File: config.mk
export PLATFORM = sky130hd
export DESIGN_NAME = keyword_recognizer_core_flat
export DESIGN_NICKNAME = d
export VERILOG_FILES = /design/src/rtl/kr_pkg.sv /design/src/rtl/kr_req_if.sv /design/src/rtl/kr_rsp_if.sv /design/src/rtl/kr_match.sv /design/src/rtl/keyword_recognizer_core.sv /design/src/flat_wrapper.sv
export SDC_FILE = /design/constraint.sdc
export NUM_CORES = 1
export LEC_CHECK = 0
export BUFFER_PORTS_ARGS = -buffer_cell sky130_fd_sc_hd__clkbuf_2
export CORE_MARGIN = 4
export CORE_UTILIZATION = 40
export CTS_BUF_LIST = sky130_fd_sc_hd__clkbuf_8
export DETAILED_ROUTE_END_ITERATION = 12
export REMOVE_ABC_BUFFERS = 1
export SKIP_CTS_REPAIR_TIMING = 1
export SLEW_MARGIN = 20
export SYNTH_ARGS = -nofsm -noshare
export SYNTH_HDL_FRONTEND = slang
export SYNTH_HIERARCHICAL = 1
export SYNTH_SLANG_ARGS = --single-unit
File: constraint.sdc
create_clock -name clock -period 7.2 [get_ports clock]
set_input_delay 0.72 -clock clock [delete_from_list [all_inputs] [get_ports clock]]
set_output_delay 0.72 -clock clock [all_outputs]
set_load 0.02 [all_outputs]
File: src/rtl/kr_pkg.sv
// Shared types and the keyword table for the keyword recognizer.
package kr_pkg;

   localparam int NUM_KW      = 22;
   localparam int KW_MAX_LEN  = 10;
   localparam int POS_W       = 4;
   localparam int CODE_W      = 5;

   typedef logic [7:0]          char_type;
   typedef logic [POS_W-1:0]    pos_type;
   typedef logic [CODE_W-1:0]   code_type;
   typedef logic [NUM_KW-1:0]   mask_type;
   // Character 0 of a keyword sits in the top byte.
   typedef logic [KW_MAX_LEN-1:0][7:0] kw_text_type;

   localparam pos_type  POS_MAX    = 4'd11;
   localparam pos_type  POS_LAST   = 4'd9;
   localparam mask_type MASK_ALL   = {NUM_KW{1'b1}};
   localparam code_type CODE_IDENT = 5'd0;

   // Padded with spaces to a fixed 10 characters; padding is never compared.
   localparam kw_text_type KW_TEXT [NUM_KW] = '{
      "AND       ", "CASE      ", "CLENGTH   ", "CONCAT    ",
      "DEFAULT   ", "IF        ", "IFEMPTY   ", "IFNULL    ",
      "IN        ", "INSTR     ", "ISEMPTY   ", "ISNOTEMPTY",
      "ISNOTNULL ", "ISNULL    ", "LENGTH    ", "LIKE      ",
      "LOWER     ", "NOT       ", "NULL      ", "OR        ",
      "SUBSTR    ", "UPPER     "
   };

   localparam pos_type KW_LEN [NUM_KW] = '{
      4'd3, 4'd4, 4'd7, 4'd6, 4'd7, 4'd2, 4'd7, 4'd6, 4'd2, 4'd5, 4'd7,
      4'd10, 4'd9, 4'd6, 4'd6, 4'd4, 4'd5, 4'd3, 4'd4, 4'd2, 4'd6, 4'd5
   };

endpackage

File: src/rtl/kr_req_if.sv
// Input channel: one identifier byte per word.
interface kr_req_if;
   logic                valid;
   logic                ready;
   kr_pkg::char_type    char_byte;
   logic                last_char;

   modport source (output valid, output char_byte, output last_char, input ready);
   modport sink   (input valid, input char_byte, input last_char, output ready);
endinterface

File: src/rtl/kr_rsp_if.sv
// Result channel: one token code per identifier.
interface kr_rsp_if;
   logic                valid;
   logic                ready;
   kr_pkg::code_type    token_code;

   modport source (output valid, output token_code, input ready);
   modport sink   (input valid, input token_code, output ready);
endinterface

File: src/rtl/kr_match.sv
// Per-keyword byte compare, candidate update and token code pick.
module kr_match (
   input  kr_pkg::pos_type   pos,
   input  kr_pkg::char_type  char_byte,
   input  kr_pkg::mask_type  mask_cur,
   output kr_pkg::mask_type  mask_nxt,
   output kr_pkg::code_type  code
);

   kr_pkg::pos_type pos_clip;
   kr_pkg::pos_type byte_sel;

   // Positions past the table width never match; clip only keeps the select legal.
   assign pos_clip = (pos > kr_pkg::POS_LAST) ? kr_pkg::POS_LAST : pos;
   assign byte_sel = kr_pkg::POS_LAST - pos_clip;

   always_comb begin
      for (int k = 0; k < kr_pkg::NUM_KW; k++) begin
         mask_nxt[k] = mask_cur[k] && (pos < kr_pkg::KW_LEN[k]) &&
                       (kr_pkg::KW_TEXT[k][byte_sel] == char_byte);
      end
   end

   // Lowest surviving keyword of matching length wins; one-byte words stay identifiers.
   always_comb begin
      code = kr_pkg::CODE_IDENT;
      for (int k = kr_pkg::NUM_KW - 1; k >= 0; k--) begin
         if (pos != '0 && mask_nxt[k] && kr_pkg::KW_LEN[k] == pos + 4'd1) begin
            code = kr_pkg::code_type'(k + 1);
         end
      end
   end

endmodule

File: src/rtl/keyword_recognizer_core.sv
// Top level of the streaming keyword recognizer.
//
// Keyword recognizer: takes an identifier one byte per req word (last_char
// set on the final byte) and returns one rsp word per identifier with its
// token code: 0 for a plain identifier, 1..22 for AND, CASE, CLENGTH, CONCAT,
// DEFAULT, IF, IFEMPTY, IFNULL, IN, INSTR, ISEMPTY, ISNOTEMPTY, ISNOTNULL,
// ISNULL, LENGTH, LIKE, LOWER, NOT, NULL, OR, SUBSTR, UPPER. Matching is an
// exact byte compare (upper case only); one-byte words and words longer
// than ten bytes are identifiers. Throughput is one byte per clock while
// the result register can take each final byte: a byte lands in an input
// register, the 22 parallel compares and the code pick run in the
// following cycle, and the code is held in a result register. rsp valid
// rises once the last byte has passed the input and result registers. A
// stalled rsp only holds the pipe when a second final byte reaches the
// compare stage; the input register keeps accepting otherwise.
module keyword_recognizer_core (
   input  logic  clock,
   input  logic  reset,
   kr_req_if.sink   req,
   kr_rsp_if.source rsp
);

   // Input register
   logic               in_valid_ff;
   logic               in_valid_in;
   kr_pkg::char_type   in_char_ff;
   logic               in_last_ff;

   // Word state
   kr_pkg::pos_type    pos_ff;
   kr_pkg::pos_type    pos_in;
   kr_pkg::mask_type   mask_ff;
   kr_pkg::mask_type   mask_in;

   // Result register
   logic               out_valid_ff;
   logic               out_valid_in;
   kr_pkg::code_type   out_code_ff;

   kr_pkg::mask_type   mask_nxt;
   kr_pkg::code_type   code;
   logic               advance;
   logic               req_take;

   kr_match u_match (
      .pos       (pos_ff),
      .char_byte (in_char_ff),
      .mask_cur  (mask_ff),
      .mask_nxt  (mask_nxt),
      .code      (code)
   );

   // A final byte needs the result register free (or draining this cycle).
   assign advance  = in_valid_ff && (!in_last_ff || !out_valid_ff || rsp.ready);
   assign req.ready = !in_valid_ff || advance;
   assign req_take  = req.valid && req.ready;

   assign in_valid_in  = req_take || (in_valid_ff && !advance);
   assign out_valid_in = (advance && in_last_ff) || (out_valid_ff && !rsp.ready);

   always_comb begin
      pos_in  = pos_ff;
      mask_in = mask_ff;
      if (advance) begin
         if (in_last_ff) begin
            pos_in  = '0;
            mask_in = kr_pkg::MASK_ALL;
         end else begin
            pos_in  = (pos_ff < kr_pkg::POS_MAX) ? pos_ff + 4'd1 : pos_ff;
            mask_in = mask_nxt;
         end
      end
   end

   always_ff @(posedge clock) begin
      if (reset) begin
         in_valid_ff  <= 1'b0;
         out_valid_ff <= 1'b0;
         pos_ff       <= '0;
         mask_ff      <= kr_pkg::MASK_ALL;
      end else begin
         in_valid_ff  <= in_valid_in;
         out_valid_ff <= out_valid_in;
         pos_ff       <= pos_in;
         mask_ff      <= mask_in;
      end
   end

   // Payload registers
   always_ff @(posedge clock) begin
      if (req_take) begin
         in_char_ff <= req.char_byte;
         in_last_ff <= req.last_char;
      end
      if (advance && in_last_ff) begin
         out_code_ff <= code;
      end
   end

   assign rsp.valid      = out_valid_ff;
   assign rsp.token_code = out_code_ff;

endmodule

File: src/flat_wrapper.sv
// flat-port wrapper written by rule: the top's interface ports become plain ports
module keyword_recognizer_core_flat 
  (clock, reset, req_valid, req_char_byte, req_last_char, req_ready, rsp_valid, rsp_token_code, rsp_ready);
  kr_req_if req_i ();
  kr_rsp_if rsp_i ();
  input  logic clock;
  input  logic reset;
  input wire logic [$bits(req_i.valid)-1:0] req_valid;
  input wire logic [$bits(req_i.char_byte)-1:0] req_char_byte;
  input wire logic [$bits(req_i.last_char)-1:0] req_last_char;
  output wire logic [$bits(req_i.ready)-1:0] req_ready;
  output wire logic [$bits(rsp_i.valid)-1:0] rsp_valid;
  output wire logic [$bits(rsp_i.token_code)-1:0] rsp_token_code;
  input wire logic [$bits(rsp_i.ready)-1:0] rsp_ready;
  assign req_i.valid = req_valid;
  assign req_i.char_byte = req_char_byte;
  assign req_i.last_char = req_last_char;
  assign req_ready = req_i.ready;
  assign rsp_valid = rsp_i.valid;
  assign rsp_token_code = rsp_i.token_code;
  assign rsp_i.ready = rsp_ready;
  keyword_recognizer_core u_core (.clock(clock), .reset(reset), .req(req_i), .rsp(rsp_i));
endmodule
; Yosys cells after proc, flatten, opt, wreduce, memory -nomap -nowiden
; Memory sizes are Yosys's and may differ from the RTL's.
; Index checks and enable logic that the tools add are counted.
[classes]
addsub = 2
n_lt_le_gt_ge = 11
eq_ne = 30
n_mux = 47
reduce_logical = 109
[ops]
columns = op, n
row1 = == test 8 bit, 22
row2 = 2-to-1 mux 8 bit, 22
row3 = logical AND 1 bit, 93
row4 = 2-to-1 mux 4 bit, 11
row5 = 2-to-1 mux 5 bit, 7
row6 = 2-to-1 mux 22 bit, 1
row7 = == test 3 x 4 -> 1 bit (first input constant), 4
row8 = less-than comparator 4 x 3 -> 1 bit (second input constant), 4
row9 = OR reduction 15 bit, 1
row10 = less-than comparator 4 bit (second input constant), 3
row11 = 2-to-1 mux 3 bit, 4
row12 = == test 2 x 4 -> 1 bit (first input constant), 2
row13 = == test 4 bit (first input constant), 2
row14 = less-than comparator 4 x 2 -> 1 bit (second input constant), 2
row15 = OR reduction 7 bit, 1
row16 = logical NOT 1 bit, 5
row17 = logical OR 1 bit, 5
row18 = less-than comparator 4 x 5 -> 1 bit (second input constant), 1
row19 = adder 4 x 1 -> 4 bit (second input constant), 1
row20 = greater-than comparator 4 bit (second input constant), 1
row21 = 2-to-1 mux 2 bit, 2
row22 = nonzero test 4 bit, 1
row23 = subtractor 4 bit (first input constant), 1
row24 = OR reduction 3 bit, 1
row25 = 2 further kinds, 2
[totals]
ff_bits = 42
romBits = 2816
inputBits = 13
out_inout_bits = 7
wordCells = 231
mem_count = 22
[memory_table]
columns = memory, depth, word_bits, rd, rd_clocked_by_memory_dff, wr, line_no
row1 = (name not given), 16, 8, 1, 0, 0, kr_match.sv:20  ; (kr_pkg::KW_TEXT[k][byte_sel] == char_byte);
row2 = (name not given), 16, 8, 1, 0, 0, kr_match.sv:20
row3 = (name not given), 16, 8, 1, 0, 0, kr_match.sv:20
row4 = (name not given), 16, 8, 1, 0, 0, kr_match.sv:20
row5 = (name not given), 16, 8, 1, 0, 0, kr_match.sv:20
row6 = (name not given), 16, 8, 1, 0, 0, kr_match.sv:20
row7 = 16 more memories, -, -, -, -, -, -

; Depth between registers and ports, before layout
[logic_depth]
word_depth = 30
depth_mapped = 18
depth_no_buf = 13

; Modules after synthesis
; The synthesis kept the hierarchy.
[by_module_without_submodules]
columns = mod, n_inst, cells_each, area_per_inst_um2
row1 = kr_match, 1, 500, 3219.3
row2 = keyword_recognizer_core, 1, 148, 1596.5

; Worst setup path before layout
; OpenSTA, ideal clock, no wires.
[synth_path]
kind = register to register
from = register u_core.pos_ff[1]
to = register u_core.out_code_ff[1], in the netlist u_core/rsp.token_code[1], data pin
setup_time_ps = 262
arrival_time_ps = 3437
setup_slack_ps = 3502
path_stages_with_launch = 17
n_path_buf = 5
cell_sequence = dfxtp_1 -> buf_2 -> clkbuf_1 -> buf_1 -> nand2b_1 -> ha_1 -> buf_4 -> buf_4 -> a211oi_1 -> o221a_2 -> a2111oi_2 -> o211ai_1 -> o22ai_2 -> a211oi_1 -> o21ai_1 -> a21oi_1 -> o21ai_1
[synth_between]
elab_chain_len = 30
[synth_lines]
columns = element, line_no
row1 = from (decl), keyword_recognizer_core.sv:30  ; kr_pkg::pos_type pos_ff;
row2 = from (signal assigned), keyword_recognizer_core.sv:84  ; pos_ff <= pos_in;
row3 = greater-than comparator 4 bit, kr_match.sv:14  ; assign pos_clip = (pos > kr_pkg::POS_LAST) ? kr_pkg::POS_LAST : pos;
row4 = 2-to-1 mux 4 bit, kr_match.sv:14
row5 = subtractor 4 bit, kr_match.sv:15  ; assign byte_sel = kr_pkg::POS_LAST - pos_clip;
row6 = memory read (16 x 8 bit), -
row7 = 2-to-1 mux 8 bit (not written as such), kr_match.sv:20
row8 = == test 8 bit, kr_match.sv:20
row9 = logical AND 1 bit, kr_match.sv:19  ; mask_nxt[k] = mask_cur[k] && (pos < kr_pkg::KW_LEN[k]) &&
row10 = logical AND 1 bit (2 in a row), kr_match.sv:28  ; if (pos != '0 && mask_nxt[k] && kr_pkg::KW_LEN[k] == pos + 4'd1) begin
row11 = 2-to-1 mux 5 bit (7 in a row), kr_match.sv:28
row12 = 2-to-1 mux 4 bit (8 in a row), kr_match.sv:28
row13 = 2-to-1 mux 3 bit (4 in a row), kr_match.sv:28
row14 = 2-to-1 mux 2 bit (2 in a row), kr_match.sv:28
row15 = to (signal assigned), keyword_recognizer_core.sv:96  ; out_code_ff <= code;
row16 = to (decl), keyword_recognizer_core.sv:38  ; kr_pkg::code_type out_code_ff;
; Several ways; a longest one is shown, not always the timed one. The select of a mux whose other input is x is not followed.
; A chain may end at the register's enable or synchronous reset.

; Final worst setup path
[layout_path]
from = register u_core.pos_ff[2]
to = register u_core.out_code_ff[4], in the netlist u_core/rsp.token_code[4], data pin
[layout_lines]
columns = element, line_no
row1 = greater-than comparator 4 bit, kr_match.sv:14
row2 = 2-to-1 mux 4 bit, kr_match.sv:14
row3 = subtractor 4 bit, kr_match.sv:15
row4 = memory read (16 x 8 bit), -
row5 = 2-to-1 mux 8 bit (not written as such), kr_match.sv:20
row6 = == test 8 bit, kr_match.sv:20
row7 = logical AND 1 bit *, kr_match.sv:19
row8 = net u_core.mask_nxt[4], keyword_recognizer_core.sv:40  ; kr_pkg::mask_type mask_nxt;
row9 = logical AND 1 bit * (2 in a row), kr_match.sv:28
row10 = OR reduction 15 bit (no line) *, -
; The timed path passes the listed nets; every way through them passes the cells marked *. The select of a mux whose other input is x is not followed.

==> run metrics <==
status completed; row count 39; Via Count 5035; clock buffer depth 2; layout cells sized above 1 11.59%; CP startpoint kind flip-flop; wire per inst 23.14 µm; CTS tree done; FFs w/ async S/R, synth 0%; PwrDens 117.3 nW/µm²; post-route cell area 4923 µm²; largest net degree at the start of global routing 41; largest family of logic cells by synthesized area compound AO/OA/AOI/OAI gates; P_leak 1.764 nW; Post-route DRC 0; Global Route Usage Sum 25.16%; RSZ-0062 raised after global routing no; Synth top area share 11.64%; Clock Sinks 42; DRT Pass-1 Iters 5; reg2reg start u_core/pos_ff[2]; Slew Limit Fails 0; initial antenna violation count 1; fin crit share 63.61%; Via density 6.590; worst hold path class reg -> reg; Worst Setup End Kind flip-flop; clock-pin slew on the worst setup and hold paths 0.09 ns; Hold Startpoint u_core/mask_ff[17]; first-pass GRT wire length 27850 µm; Final Critical Period 4.580 ns; IO Pins 20; Layout area overhead 2.234%; Die Footprint 13860 µm²; Worst Max-Slew Pin Slew 1.048 ns; sequential area share after synthesis 20.37%; drt total wl 17680 µm; Post-synth EDFFs 14; grt total ovfl 0; post-route ant nets 0; vias in the first global route 4846; Area contributors post-synth dfxtp_1, edfxtp_1, xnor2_1; slew margin rel. 30.12%; mux contribution to synthesized area 1.195%; peak supply drop 0.00007483 V; Die W 117.7 µm; met1 GRT Util 33.56%; Mapped Cells 648; fraction of the mapped netlist area in adder cells 2.858%; fmax 218.4 MHz; Clk Latency, worst-skew pair 0.32 ns; initial core utilization 41.47%; Synth Area in Compound Gates 29.77%; Worst Path Required 7.28 ns; critical path type reg -> reg; core area 11610 µm²; met3 Usage GRT 4.901%; Die Y 117.7 µm; PortBufs 19; Slowest-stage cell, CP nor4_1; met2 Usage GRT 39.06%; total CTS buffers 5; max_cap viols 0; top-count cell post-synth nor2_1; crit path launch u_core/pos_ff[2]; Avg Cell Area, Syn 7.432 µm²; diode count 0; final setup violation count 0; XOR/XNOR Fraction of Synth Area 8.496%; clk root buf clkbuf_8; Yosys cell types 83; dpl hpwl 12440 µm; Primary FF master, synth dfxtp_1; crit-path max cell delay 0.67 ns; Yosys top cell by area dfxtp_1; Post-synth top cells nor2_1, a21oi_1, nand2_1, xnor2_1, dfxtp_1; Syn Std Cell Area 4816 µm²; Hold Fails Final Rpt 0; Fin Setup TNS 0 ns; synthesis-stage register bit count 42; H-tree depth 2; Worst Path Arrival 4.66 ns; clock skew 0.009280 ns; Initial DRC Count 579; routability congestion estimate 0.9903; Synthesis Warnings 6; Post-Synth Simple-Gate Area 28.86%; layer with the highest usage met2; placed standard-cell area 4833 µm²; CP cell instances o21ai_2 -> nand2_1 -> inv_1 -> ha_1 -> nand2b_1 -> a21oi_1 -> xnor2_1 -> nand3_1 -> nor4_1 -> nand2_1 -> nand2b_1 -> a211oi_1 -> and4b_1; Crit Path Max Fanout 21; Nets 644
[kinds of logic (layout without fill, tap and decap cells)]
logic type / after synthesis / in the layout
compound gates: 204 / 204
xor+xnor: 45 / 45
fa+ha+maj: 11 / 11
buf+inv: 83 / 56
flops: 42 / 42
mux: 5 / 5
simple gates: 258 / 258
[metal layers]
layer	vias up	wire length, µm
met5	-	0
met4	0	750
met3	56	1463
met2	255	8062
met1	2412	7401
li1	2312	-
[cell usage in the layout (no fill, tap or decap), types with 9 or more instances in the layout]
master     count
clkbuf_2      19
edfxtp_1      14
o2111ai_1      9
nor2_1        64
nor3_1        23
nand3_1       19
dfxtp_1       28
and3_1         9
o21ai_1       10
o21bai_1      23
inv_1         17
xnor2_1       41
nand2_1       51
o21ai_0       25
ha_1          11
nand2b_1      19
a21oi_1       53
buf_4         11
[state kept, by name, summed over array words and instances (netlist names)]
register	count
u_core/in_last_ff	1
u_core/rsp.token_code	5
u_core/pos_ff	4
u_core/in_valid_ff	1
u_core/in_char_ff	8
u_core/rsp.valid	1
u_core/mask_ff	22
[area by class of cell]
class / count / area [µm²]
fillers: 1232 / 6690
inverters: 18 / 67.56
clock inverters: 3 / 21.27
well taps: 143 / 178.9
multi-input cells: 523 / 3428
flip-flops and latches: 42 / 980.9
clock buffers: 5 / 68.82
repair buffers: 30 / 177.7
[worst max-delay path, delay by kind of cell, from the launching register on]
kind | cells | cell delay [ns]
simple gates | 7 | 1.91
compound gates | 3 | 0.78
fa+ha+maj | 1 | 0.59
flops | 1 | 0.57
buf+inv | 1 | 0.27
xor+xnor | 1 | 0.21
[report_power, final]
group	internal, W	switching [W]
logic	0.0000500	0.0000923
registers	0.000255	0.0000159
clock network	0.0000699	0.0000941
[final timing paths]
kind	end	slack, ns	cells after the start
setup reg to reg	u_core/rsp.token_code[4]	2.62	13
setup / recovery	u_core/rsp.token_code[4]	2.62	13
hold / removal	u_core/mask_ff[17]	0.52	2
hold reg to reg	u_core/mask_ff[17]	0.52	2
[through the flow]
step / std cells / setup WS [ns] / util [%] / hold slack, ns / power, W
floorplan: 583 / 2.581 / - / 0.4718 / 0.0003651
global placement: 756 / 2.801 / 41.62 / 0.4984 / 0.0004148
CTS: 764 / 2.786 / 42.39 / 0.5297 / 0.0005809
detailed placement: 756 / 2.814 / 41.62 / 0.5086 / 0.0004146
finish: 764 / 2.620 / 42.39 / 0.5226 / 0.0005775
global route: 764 / 2.396 / 42.39 / 0.5548 / 0.0006049
(Power assumes the default switching activity.)
